## src/rtl/hff_pkg.sv

```systemverilog
`timescale 1ns / 1ps
// ----------------------------------------------------------------------------
// hff_pkg
// shared types, constants and helpers of the hex field formatter
// ----------------------------------------------------------------------------
package hff_pkg;

    localparam int CNT_W   = 6;   // character counts, at most 63
    localparam int Q_DEPTH = 2;   // job queue between front and back

    localparam logic [6:0] CH_SPACE   = 7'd32;
    localparam logic [6:0] CH_ZERO    = 7'd48;
    localparam logic [6:0] CH_X_LOWER = 7'd120;
    localparam logic [6:0] CH_X_UPPER = 7'd88;
    localparam logic [6:0] CH_A_LOWER = 7'd97;
    localparam logic [6:0] CH_A_UPPER = 7'd65;
    localparam logic [3:0] DEC_MAX    = 4'd9;

    // one formatting job, as handed from the front to the back
    typedef struct packed {
        logic [31:0]      digits;  // value shifted so the first digit sits on top
        logic             upper;
        logic [CNT_W-1:0] pre;     // leading spaces
        logic             pfx;     // prefix present
        logic [CNT_W-1:0] zeros;   // precision zeros
        logic [3:0]       dig;     // significant digits, 1 to 8
        logic [CNT_W-1:0] post;    // trailing spaces
        logic [CNT_W-1:0] total;   // characters to emit after truncation
    } hff_job_t;

    typedef struct packed {
        logic [1:0] level;
        logic       push;
        logic       pop;
    } hff_q_status_t;

    typedef struct packed {
        logic             busy;
        logic [CNT_W-1:0] rem;
    } hff_bk_status_t;

    typedef enum logic [2:0] {
        BK_IDLE,
        BK_PRE,
        BK_PFX,
        BK_ZERO,
        BK_DIG,
        BK_POST
    } hff_bk_state_t;

    // number of hex digits without leading zeros, at least one
    function automatic logic [3:0] hex_len(input logic [31:0] v);
        logic [3:0] len;
        len = 4'd1;
        for (int i = 1; i < 8; i++) begin
            if ((v >> (4 * i)) != 32'd0)
            begin
                len = 4'(i + 1);
            end
        end
        return len;
    endfunction

    function automatic logic [6:0] hex_char(input logic [3:0] d, input logic upper);
        logic [6:0] base;
        base = upper ? CH_A_UPPER : CH_A_LOWER;
        if (d > DEC_MAX)
        begin
            return base + 7'(d - 4'd10);
        end
        return CH_ZERO + 7'(d);
    endfunction

endpackage

```

## src/rtl/hff_front.sv

```systemverilog
`timescale 1ns / 1ps
// ----------------------------------------------------------------------------
// hff_front
// input stage: takes a beat and works out the layout of its field
// ----------------------------------------------------------------------------
module hff_front #(
    parameter int MAX_FIELD_WIDTH = 56
) (
    input  logic            clk,
    input  logic            rst_n,
    input  logic            in_valid,
    output logic            in_ready,
    input  logic [31:0]     in_value,
    input  logic            in_upper,
    input  logic [5:0]      in_fw,
    input  logic [5:0]      in_md,
    input  logic            in_prefix,
    input  logic            in_left,
    output logic            job_valid,
    input  logic            job_ready,
    output hff_pkg::hff_job_t job
);
    import hff_pkg::*;

    localparam logic [CNT_W-1:0] MAXW = CNT_W'(MAX_FIELD_WIDTH);

    logic        stg_valid_reg, stg_valid_next;
    logic [31:0] value_reg;
    logic        upper_reg, prefix_reg, left_reg;
    logic [5:0]  fw_reg, md_reg;

    logic             push;
    logic [CNT_W-1:0] fw_sat, md_sat, digits, spaces;
    logic [3:0]       nlen;
    logic             pfx;
    logic [CNT_W:0]   body, sum;
    logic [4:0]       shamt;

    assign push     = stg_valid_reg && job_ready;
    assign in_ready = !stg_valid_reg || push;

    always_comb
    begin
        stg_valid_next = stg_valid_reg;
        if (in_valid && in_ready)
        begin
            stg_valid_next = 1'b1;
        end
        else if (push)
        begin
            stg_valid_next = 1'b0;
        end
    end

    always_ff @(posedge clk or negedge rst_n)
    begin
        if (!rst_n)
        begin
            stg_valid_reg <= 1'b0;
        end
        else
        begin
            stg_valid_reg <= stg_valid_next;
        end
    end

    always_ff @(posedge clk)
    begin
        if (in_valid && in_ready)
        begin
            value_reg  <= in_value;
            upper_reg  <= in_upper;
            fw_reg     <= in_fw;
            md_reg     <= in_md;
            prefix_reg <= in_prefix;
            left_reg   <= in_left;
        end
    end

    // layout of the field
    always_comb
    begin
        fw_sat = (fw_reg > MAXW) ? MAXW : fw_reg;
        md_sat = (md_reg > MAXW) ? MAXW : md_reg;
        nlen   = hex_len(value_reg);
        pfx    = prefix_reg && (value_reg != 32'd0);
        digits = (md_sat > CNT_W'(nlen)) ? md_sat : CNT_W'(nlen);
        body   = {1'b0, digits} + (pfx ? (CNT_W+1)'(2) : (CNT_W+1)'(0));
        spaces = ({1'b0, fw_sat} > body) ? CNT_W'({1'b0, fw_sat} - body) : '0;
        sum    = body + (CNT_W+1)'(spaces);
        shamt  = {3'(4'd8 - nlen), 2'b00};

        job.digits = value_reg << shamt;
        job.upper  = upper_reg;
        job.pre    = left_reg ? '0 : spaces;
        job.pfx    = pfx;
        job.zeros  = digits - CNT_W'(nlen);
        job.dig    = nlen;
        job.post   = left_reg ? spaces : '0;
        job.total  = (sum > (CNT_W+1)'(MAXW)) ? MAXW : CNT_W'(sum);
    end

    assign job_valid = stg_valid_reg;

endmodule

```

## src/rtl/hff_queue.sv

```systemverilog
`timescale 1ns / 1ps
// ----------------------------------------------------------------------------
// hff_queue
// short job queue between the front and the back
// ----------------------------------------------------------------------------
module hff_queue (
    input  logic                  clk,
    input  logic                  rst_n,
    input  logic                  wr_valid,
    output logic                  wr_ready,
    input  hff_pkg::hff_job_t     wr_job,
    output logic                  rd_valid,
    input  logic                  rd_ready,
    output hff_pkg::hff_job_t     rd_job,
    output hff_pkg::hff_q_status_t status
);
    import hff_pkg::*;

    hff_job_t   mem [Q_DEPTH];
    logic       wr_ptr_reg, wr_ptr_next;
    logic       rd_ptr_reg, rd_ptr_next;
    logic [1:0] level_reg, level_next;
    logic       push, pop;

    assign wr_ready = (level_reg != 2'(Q_DEPTH));
    assign rd_valid = (level_reg != 2'd0);
    assign push     = wr_valid && wr_ready;
    assign pop      = rd_valid && rd_ready;
    assign rd_job   = mem[rd_ptr_reg];

    always_comb
    begin
        wr_ptr_next = push ? !wr_ptr_reg : wr_ptr_reg;
        rd_ptr_next = pop ? !rd_ptr_reg : rd_ptr_reg;
        level_next  = level_reg + 2'(push) - 2'(pop);
    end

    always_ff @(posedge clk or negedge rst_n)
    begin
        if (!rst_n)
        begin
            wr_ptr_reg <= 1'b0;
            rd_ptr_reg <= 1'b0;
            level_reg  <= 2'd0;
        end
        else
        begin
            wr_ptr_reg <= wr_ptr_next;
            rd_ptr_reg <= rd_ptr_next;
            level_reg  <= level_next;
        end
    end

    always_ff @(posedge clk)
    begin
        if (push)
        begin
            mem[wr_ptr_reg] <= wr_job;
        end
    end

    assign status.level = level_reg;
    assign status.push  = push;
    assign status.pop   = pop;

endmodule

```

## src/rtl/hff_back.sv

```systemverilog
`timescale 1ns / 1ps
// ----------------------------------------------------------------------------
// hff_back
// character sequencer: walks the field phases and fills the output register
// ----------------------------------------------------------------------------
module hff_back (
    input  logic                   clk,
    input  logic                   rst_n,
    input  logic                   job_valid,
    output logic                   job_ready,
    input  hff_pkg::hff_job_t      job,
    output logic                   out_valid,
    input  logic                   out_ready,
    output logic [6:0]             out_char,
    output logic                   out_last,
    output logic [31:0]            out_total,
    output hff_pkg::hff_bk_status_t status
);
    import hff_pkg::*;

    hff_bk_state_t    state_reg, state_next;
    logic [CNT_W-1:0] cnt_reg, cnt_next;
    logic [CNT_W-1:0] rem_reg, rem_next;
    logic [31:0]      val_reg, val_next;
    logic             upper_reg, upper_next;
    logic             pfx_reg, pfx_next;
    logic [CNT_W-1:0] zeros_reg, zeros_next;
    logic [3:0]       dig_reg, dig_next;
    logic [CNT_W-1:0] post_reg, post_next;
    logic             ovalid_reg, ovalid_next;
    logic [6:0]       char_reg, char_next;
    logic             last_reg, last_next;
    logic [31:0]      count_reg, count_next;

    logic       out_free, emit;
    logic [6:0] chr;

    assign out_free = !ovalid_reg || out_ready;

    always_comb
    begin
        state_next  = state_reg;
        cnt_next    = cnt_reg;
        rem_next    = rem_reg;
        val_next    = val_reg;
        upper_next  = upper_reg;
        pfx_next    = pfx_reg;
        zeros_next  = zeros_reg;
        dig_next    = dig_reg;
        post_next   = post_reg;
        job_ready   = 1'b0;
        emit        = 1'b0;
        chr         = CH_SPACE;

        unique case (state_reg)
            BK_IDLE:
            begin
                job_ready = 1'b1;
                if (job_valid)
                begin
                    val_next   = job.digits;
                    upper_next = job.upper;
                    pfx_next   = job.pfx;
                    zeros_next = job.zeros;
                    dig_next   = job.dig;
                    post_next  = job.post;
                    rem_next   = job.total;
                    priority if (job.pre != '0)
                    begin
                        state_next = BK_PRE;
                        cnt_next   = job.pre;
                    end
                    else if (job.pfx)
                    begin
                        state_next = BK_PFX;
                        cnt_next   = CNT_W'(2);
                    end
                    else if (job.zeros != '0)
                    begin
                        state_next = BK_ZERO;
                        cnt_next   = job.zeros;
                    end
                    else
                    begin
                        state_next = BK_DIG;
                        cnt_next   = CNT_W'(job.dig);
                    end
                end
            end
            default:
            begin
                if (out_free)
                begin
                    emit     = 1'b1;
                    cnt_next = cnt_reg - CNT_W'(1);
                    rem_next = rem_reg - CNT_W'(1);
                    unique case (state_reg)
                        BK_PFX:  chr = (cnt_reg == CNT_W'(2)) ? CH_ZERO :
                                       (upper_reg ? CH_X_UPPER : CH_X_LOWER);
                        BK_ZERO: chr = CH_ZERO;
                        BK_DIG:
                        begin
                            chr      = hex_char(val_reg[31:28], upper_reg);
                            val_next = val_reg << 4;
                        end
                        default: chr = CH_SPACE;
                    endcase

                    // end at the last char, else leave a spent phase, skip empties
                    priority if (rem_reg == CNT_W'(1))
                    begin
                        state_next = BK_IDLE;
                    end
                    else if (cnt_reg == CNT_W'(1))
                    begin
                        priority if (state_reg == BK_PRE && pfx_reg)
                        begin
                            state_next = BK_PFX;
                            cnt_next   = CNT_W'(2);
                        end
                        else if ((state_reg == BK_PRE || state_reg == BK_PFX)
                                 && zeros_reg != '0)
                        begin
                            state_next = BK_ZERO;
                            cnt_next   = zeros_reg;
                        end
                        else if (state_reg == BK_PRE || state_reg == BK_PFX
                                 || state_reg == BK_ZERO)
                        begin
                            state_next = BK_DIG;
                            cnt_next   = CNT_W'(dig_reg);
                        end
                        else if (state_reg == BK_DIG && post_reg != '0)
                        begin
                            state_next = BK_POST;
                            cnt_next   = post_reg;
                        end
                        else
                        begin
                            state_next = BK_IDLE;
                        end
                    end
                end
            end
        endcase
    end

    // output register
    always_comb
    begin
        ovalid_next = ovalid_reg;
        char_next   = char_reg;
        last_next   = last_reg;
        count_next  = count_reg;
        if (emit)
        begin
            ovalid_next = 1'b1;
            char_next   = chr;
            last_next   = (rem_reg == CNT_W'(1));
            count_next  = count_reg + 32'd1;
        end
        else if (out_ready)
        begin
            ovalid_next = 1'b0;
        end
    end

    always_ff @(posedge clk or negedge rst_n)
    begin
        if (!rst_n)
        begin
            state_reg  <= BK_IDLE;
            cnt_reg    <= '0;
            rem_reg    <= '0;
            ovalid_reg <= 1'b0;
            count_reg  <= 32'd0;
        end
        else
        begin
            state_reg  <= state_next;
            cnt_reg    <= cnt_next;
            rem_reg    <= rem_next;
            ovalid_reg <= ovalid_next;
            count_reg  <= count_next;
        end
    end

    always_ff @(posedge clk)
    begin
        val_reg   <= val_next;
        upper_reg <= upper_next;
        pfx_reg   <= pfx_next;
        zeros_reg <= zeros_next;
        dig_reg   <= dig_next;
        post_reg  <= post_next;
        char_reg  <= char_next;
        last_reg  <= last_next;
    end

    assign out_valid   = ovalid_reg;
    assign out_char    = char_reg;
    assign out_last    = last_reg;
    assign out_total   = count_reg;
    assign status.busy = (state_reg != BK_IDLE);
    assign status.rem  = rem_reg;

endmodule

```

## src/rtl/hex_field_formatter_core.sv

```systemverilog
`timescale 1ns / 1ps
// ----------------------------------------------------------------------------
// hex_field_formatter_core
// printf style hex field formatter, one ascii character per output beat
// ----------------------------------------------------------------------------
//
//  channel   | direction | contents
//  ----------+-----------+-------------------------------------------------
//  s_axis    | in        | value, upper_case, field_width, min_digits,
//            |           | with_prefix, left_align (one field per beat)
//  m_axis    | out       | character, total_printed; tlast on final char
//
//  the back sequencer loads an item of n characters (1 to MAX_FIELD_WIDTH)
//  in idle, then sends one character per cycle while m_axis is not stalled
//  rst_n clears the handshake state, the queue and the running count
//  the front stage and the 2-entry job queue keep taking beats while the
//  sequencer works; a stalled m_axis holds the sequencer, and the input
//  side stalls only once the queue and the front stage are full
//
module hex_field_formatter_core #(
    parameter int MAX_FIELD_WIDTH = 56
) (
    input  logic        clk,
    input  logic        rst_n,
    // value[31:0], upper_case[32], field_width[38:33], min_digits[44:39],
    // with_prefix[45], left_align[46], zero[47]
    input  logic        s_axis_tvalid,
    output logic        s_axis_tready,
    input  logic [47:0] s_axis_tdata,
    // character[6:0], total_printed[38:7], zero[39]
    output logic        m_axis_tvalid,
    input  logic        m_axis_tready,
    output logic [39:0] m_axis_tdata,
    output logic        m_axis_tlast
);
    import hff_pkg::*;

    // front to queue
    logic           fr_valid, fr_ready;
    hff_job_t       fr_job;
    // queue to back
    logic           q_valid, q_ready;
    hff_job_t       q_job;
    hff_q_status_t  q_status;
    hff_bk_status_t bk_status;

    logic [6:0]  out_char;
    logic [31:0] out_total;

    // classify the beat and work out pad and digit counts
    hff_front #(
        .MAX_FIELD_WIDTH (MAX_FIELD_WIDTH)
    ) u_front (
        .clk       (clk),
        .rst_n     (rst_n),
        .in_valid  (s_axis_tvalid),
        .in_ready  (s_axis_tready),
        .in_value  (s_axis_tdata[31:0]),
        .in_upper  (s_axis_tdata[32]),
        .in_fw     (s_axis_tdata[38:33]),
        .in_md     (s_axis_tdata[44:39]),
        .in_prefix (s_axis_tdata[45]),
        .in_left   (s_axis_tdata[46]),
        .job_valid (fr_valid),
        .job_ready (fr_ready),
        .job       (fr_job)
    );

    // decouples the front from the sequencer
    hff_queue u_queue (
        .clk      (clk),
        .rst_n    (rst_n),
        .wr_valid (fr_valid),
        .wr_ready (fr_ready),
        .wr_job   (fr_job),
        .rd_valid (q_valid),
        .rd_ready (q_ready),
        .rd_job   (q_job),
        .status   (q_status)
    );

    // emits the field characters and keeps the running count
    hff_back u_back (
        .clk       (clk),
        .rst_n     (rst_n),
        .job_valid (q_valid),
        .job_ready (q_ready),
        .job       (q_job),
        .out_valid (m_axis_tvalid),
        .out_ready (m_axis_tready),
        .out_char  (out_char),
        .out_last  (m_axis_tlast),
        .out_total (out_total),
        .status    (bk_status)
    );

    assign m_axis_tdata = {1'b0, out_total, out_char};

`ifndef SYNTH
    // queue never holds more jobs than it has entries
    assert property (@(posedge clk) disable iff (!rst_n)
        q_status.level <= 2'(Q_DEPTH))
    else $error("job queue overfilled");

    // a job taken from the queue starts the sequencer
    assert property (@(posedge clk) disable iff (!rst_n)
        q_status.pop |=> bk_status.busy)
    else $error("sequencer did not start on a popped job");

    // the sequencer only runs with characters left to send
    assert property (@(posedge clk) disable iff (!rst_n)
        bk_status.busy |-> bk_status.rem != '0)
    else $error("sequencer busy with no characters left");

    // the sequencer pops only when idle
    assert property (@(posedge clk) disable iff (!rst_n)
        q_status.pop |-> !bk_status.busy)
    else $error("job popped while sequencer busy");
`endif

endmodule
```

## config.mk

```make
export PLATFORM = sky130hd
export DESIGN_NAME = hex_field_formatter_core
export DESIGN_NICKNAME = d
export VERILOG_FILES = /design/src/rtl/hff_pkg.sv /design/src/rtl/hff_front.sv /design/src/rtl/hff_queue.sv /design/src/rtl/hff_back.sv /design/src/rtl/hex_field_formatter_core.sv
export SDC_FILE = /design/constraint.sdc
export NUM_CORES = 1
export LEC_CHECK = 0
export BUFFER_PORTS_ARGS = -buffer_cell sky130_fd_sc_hd__clkbuf_2
export CAP_MARGIN = 20
export CORE_AREA = 2 2 155 142
export CTS_CLUSTER_SIZE = 12
export DETAILED_ROUTE_END_ITERATION = 10
export DIE_AREA = 0 0 157 144
export HOLD_SLACK_MARGIN = 0.12
export PLACE_DENSITY = 0.83
export SLEW_MARGIN = 20
export SYNTH_ARGS = -nofsm -noshare
export SYNTH_HDL_FRONTEND = slang
export SYNTH_SLANG_ARGS = --single-unit
```

## constraint.sdc

```tcl
create_clock -name clk -period 14.2 [get_ports clk]
set_input_delay 0.71 -clock clk [delete_from_list [all_inputs] [get_ports clk]]
set_output_delay 0.71 -clock clk [all_outputs]
set_load 0.02 [all_outputs]
```

# Word-level counts from Yosys, hierarchy flattened
# Memories as Yosys holds them, arrays and structs flattened.
# Cells that the tools add are included.
# W data, S select, Z words.
dict set report totals {
  mem_count 1
  output_inout_bits 43
  input_bits 52
  mem_bits_rw 124
  register_bits 158
  elab_cells 158
}
# name words width read_ports rd_ports_with_merged_regs write_ports line_no
set mem_list {}
lappend mem_list {u_queue.mem 2 62 1 0 1 hff_queue.sv:19} ;# hff_job_t mem [Q_DEPTH];
dict set report op_classes {
  addsub 13
  magnitude_cmp 6
  muxes 65
  n_shift 1
  n_eq_ne 9
  n_bitwise 1
  reduce_logical 39
}
# op count
set ops {}
lappend ops {{$reduce_bool A32 Y1} 8}
lappend ops {{$mux W6} 24}
lappend ops {{$mux W32} 4}
lappend ops {{$mux W3} 12}
lappend ops {{$add A32 B1 Y32 const B} 1}
lappend ops {{$shl A32 B5 Y32} 1}
lappend ops {{$mux W4} 6}
lappend ops {{$reduce_bool A6 Y1} 4}
lappend ops {{$mux W7} 3}
lappend ops {{$pmux W7 S3} 1}
lappend ops {{$mux W1} 13}
lappend ops {{$eq A6 B1 Y1 const B} 2}
lappend ops {{$gt A6 B6 Y1 const B} 2}
lappend ops {{$sub A6 B1 Y6 const B} 2}
lappend ops {{$reduce_bool A2 Y1} 5}
lappend ops {{$add A6 B2 Y7} 1}
lappend ops {{$add A6 B4 Y7 const A} 1}
lappend ops {{$add A7 B6 Y7} 1}
lappend ops {{$add A7 B7 Y7} 1}
lappend ops {{$gt A6 B7 Y1} 1}
lappend ops {{$gt A7 B6 Y1 const B} 1}
lappend ops {{$logic_and A1 B1 Y1} 7}
lappend ops {{$eq A3 B2 Y1 const B} 2}
lappend ops {{$eq A6 B2 Y1 const B} 1}
lappend ops {{20 further kinds} 30}

# Logic depth before layout (Yosys ltp)
dict set report depth {
  word_depth 16
  mapped_depth 29
}

# Modules after synthesis
# A second synthesis with hierarchy kept.
dict set report unflattened {
  cells_unflattened 1083
  hier_area_um2 13983.4
}
# mod area_each_um2 cells_per_inst n_inst
set modules_own_cells {}
lappend modules_own_cells {hff_back 5455.2 521 1}
lappend modules_own_cells {hff_queue 4996.0 214 1}
lappend modules_own_cells {hff_front 3520.9 346 1}
lappend modules_own_cells {hex_field_formatter_core 11.3 2 1}

# Worst setup path before layout
# No wires, ideal clock.
dict set report synth_path {
  path_kind {reg-to-reg}
  startpoint {reg u_front.value_reg[29]}
  endpoint {mem u_queue.mem[0][0] (netlist name), data pin}
  stages_incl_launch_ff 30
  period_less_slack_ps 6916
  setup_slack_ps 7284
  t_required_ps 13924
  arrival_ps 6640
  cell_sequence {edfxtp_1 or4_1 buf_6 clkinv_8 o211ai_1 clkbuf_1 inv_2 ha_1 and3b_1 o21ai_1 o21ai_0 a21oi_1 mux2i_1 ha_1 nand3_1 a211o_1 and2_1 ha_1 a21o_1 or2_2 nor3_1 buf_2 nor4_1 ha_1 a21o_1 a21o_1 a2111o_1 o311ai_0 nor4b_1 nor2_1}
}
# item line_no
set synth_rtl {}
lappend synth_rtl {{from (decl)} hff_front.sv:28} ;# logic [31:0] value_reg;
lappend synth_rtl {{from (signal assigned)} hff_front.sv:71} ;# value_reg <= in_value;
lappend synth_rtl {{to (decl)} hff_queue.sv:19}

==> out/metrics.csv <==
stage,metric,value,unit
clock_network,number of H-tree levels,1,
clock_network,post-CTS sizing,0,
cells_and_area,Inserted Diodes,0,
critical_path,Top Family by Delay on Critical Path,simple AND/OR/NAND/NOR gates,
timing,final period utilization,0.5408,
route,post-route DRC violation count,0,
power,sw frac,0.3347,
floorplan,row count,51,
clock_network,Sink Count,282,
route,DRT Wirelength,26.52,mm
logic_synthesis,Seq cells post-synth,282,
critical_path,Crit path top cell by count,ha_1,
critical_path,CP max stage delay,750,ps
critical_path,Crit-path slowest cell,or4_1,
timing,"Setup violations, final",0,
critical_path,number of buffer and inverter stages on the critical path,4,
power,sw power,1.005,mW
route,Wirelength per Cell,18.27,um
logic_synthesis,Commonest cells post-synth,"edfxtp_1 (229), nor2_1 (81), nand2_1 (66)",
floorplan,die width,157,um
cells_and_area,number of flip-flops in the largest register,124,
clock_network,Clk Tree Root Cell,clkbuf_16,
clock_network,TritonCTS clock tree,yes,
run,max cap viols,0,
power,peak supply drop,0.0001390,V
critical_path,"Max FO, Critical Path",31,
cells_and_area,share of cells above drive strength 1,0.1611,
cells_and_area,Area Growth Syn to Fin,11.85,%
timing,FMAX,0.1302,GHz
logic_synthesis,top_reg_cell synth,edfxtp_1,
placed_design,placed insts,1404,
logic_synthesis,cell accounting for the most synthesized area,edfxtp_1,
timing,min Tclk post-route,7680,ps
route,Initial DRC Count,933,
critical_path,WP data required,14450,ps
placed_design,RD Place Congestion,0.9069,
timing,final worst slack,6520,ps
min_path,hold crit path type,primary input to async pin,
floorplan,IO Pins,95,
placed_design,DP Worst Slack,6560,ps
clock_network,CTS Buf Count,29,
cells_and_area,final std cells w/o fill,1452,
logic_synthesis,Mean Syn Cell Area,12.81,sq um
logic_synthesis,asr flop ratio synth,0.1879,
global_route,first-pass GRT wire length,41.72,mm
power,clock share of power,0.232,
power,power density cells,199.1,nW/um^2
clock_network,clk buf depth,3,
floorplan,Core Box Area,21120,sq um
logic_synthesis,count of flip-flops with a built-in enable after synthesis,229,
timing,unrepaired setup endpoints after global routing,false,
route,drt first pass iters,6,
global_route,vias in the first global route,8287,
clock_network,Post-CTS Hold Buffers,0,
timing,Fin Clk Skew,18.55,ps
power,combinational share of power,0.314,
cells_and_area,Util after Layout,0.7141,
timing,Fin Hold WS,306.1,ps
clock_network,setup bufs post-CTS,0,
critical_path,crit path DAT,7930,ps
power,Leakage Power,5.972,nW
logic_synthesis,sequential share of the synthesized area,0.6083,
route,post-route ant nets,0,
placed_design,dpl cell area,14220,sq um
logic_synthesis,synth unique cells,77,
cells_and_area,Final Instance Area,15080,sq um
cells_and_area,Final #Nets,1235,
placed_design,hpwl dp,18.15,mm
timing,"Slew Viols, Final",0,
logic_synthesis,post-synthesis cell count,1053,
global_route,GRT Util Overall,0.2351,
timing,Rel. slew slack,0.3965,
cells_and_area,Reg with most FFs,u_queue.mem,
run_status,outcome,"finished, final reports clean",
floorplan,die height,144,um
global_route,gr ovfl total,0,
route,number of vias per cell,6.066,
global_route,initial antenna violation count,1,
logic_synthesis,syn_nets,1144,
route,via count,8808,
clock_network,clk_lat worst skew,540,ps
logic_synthesis,area share of the largest cell type after synthesis,0.5099,
floorplan,Initial Utilization,0.6385,
clock_network,"Clk pin slew, worst setup/hold paths",60,ps
power,Final Power,3.003,mW
floorplan,Die Footprint,22610,sq um
critical_path,Crit. End Element,flip-flop,
placed_design,IO Port Bufs,92,
power,Internal Power,1.998,mW
logic_synthesis,Post-Syn Area,13490,sq um
logic_synthesis,Yosys warnings,0,
logic_synthesis,cell with the most instances after synthesis,edfxtp_1,
timing,Least-Margin Pin Slew,905.2,ps
timing,setup total negative slack,0,ps
critical_path,crit path kind,flip-flop to flip-flop,
timing,Final Hold Vio Count,0,
critical_path,Worst setup SP type,flip-flop,
power,Flop pwr share,0.454,
global_route,largest net degree at the start of global routing,63,
logic_synthesis,dominant cells by area after synthesis,"edfxtp_1 (51%), dfrtp_1 (9.8%), mux2i_1 (4.4%), ha_1 (3.3%), xnor2_1 (2.4%)",
## path summary, 6_finish.rpt
path,start,to,slack (ps),depth (start not counted)
min,rst_n,u_back.out_total[7]$_DFFE_PN0P_,310,2
max in group asynchronous,rst_n,u_queue.rd_ptr_reg$_DFFE_PN0P_,13400,2
max reg2reg,u_front.value_reg[29]$_DFFE_PP_,u_queue.mem[0][0]$_DFFE_PP_,6520,28
max,u_front.value_reg[29]$_DFFE_PP_,u_queue.mem[0][0]$_DFFE_PP_,6520,28
min in group clk,s_axis_tdata[9],u_front.value_reg[9]$_DFFE_PP_,360,1
min reg2reg,u_front.upper_reg$_DFFE_PP_,u_queue.mem[1][29]$_DFFE_PP_,440,0
## area by class of cell
type | instances | area, sq um
Tap cell | 291 | 364.1
Fill cell | 1418 | 6038
Multi-Input combinational cell | 687 | 4933
Sequential cell | 282 | 8204
Clock inverter | 7 | 82.58
Inverter | 40 | 167.7
Timing Repair Buffer | 104 | 550.5
Clock buffer | 41 | 780.7
## layer usage
metal  part of all wire  global-route usage  vias up
li1                   -                   -     4134
met1               0.44              0.3340     4266
met2               0.46              0.3758      346
met3              0.067             0.04135       60
met4              0.026             0.07146        2
met5            0.00045                   0        -
## layout by cell type, fill, tap and decap left out, types with 17 or more instances in the layout
master     count
edfxtp_1     229
clkbuf_2      92
nor2_1        80
nand2_1       66
mux2i_1       59
a21oi_1       58
dfrtp_1       52
inv_1         37
xnor2_1       37
ha_1          36
nand3_1       32
clkbuf_16     29
o21ai_0       22
xor2_1        21
mux2_2        21
nor4_1        17
## worst register-to-register path: cells and delay by family, from the launching register on
family | cells | cell delay [ps]
simple gates | 9 | 2470
buf+inv | 4 | 790
compound gates | 10 | 2260
fa+ha+maj | 4 | 1050
mux | 1 | 440
flops | 1 | 390
## power by group through the flow
stage	clock, mW	sequential (mW)	combinational [mW]
after global routing	0.741	1.39	1.04
after detailed placement	0	1.37	0.932
final	0.698	1.36	0.943
after floorplan	0	1.34	0.701
after global placement	0	1.36	0.902
after CTS	0.709	1.36	0.939
## logic make-up (layout without fill, tap and decap cells)
family          count (synthesis)  count (layout)  synth area share
fa+ha+maj                      39              39           0.03785
compound gates                184             184           0.08907
buf+inv                        84             192           0.02737
simple gates                  312             312            0.1194
mux                            92              92           0.07803
flops                         282             282            0.6083
xor+xnor                       59              59           0.03971
other cells                     1               1         0.0002781
Power figures use the tool's default switching activity.
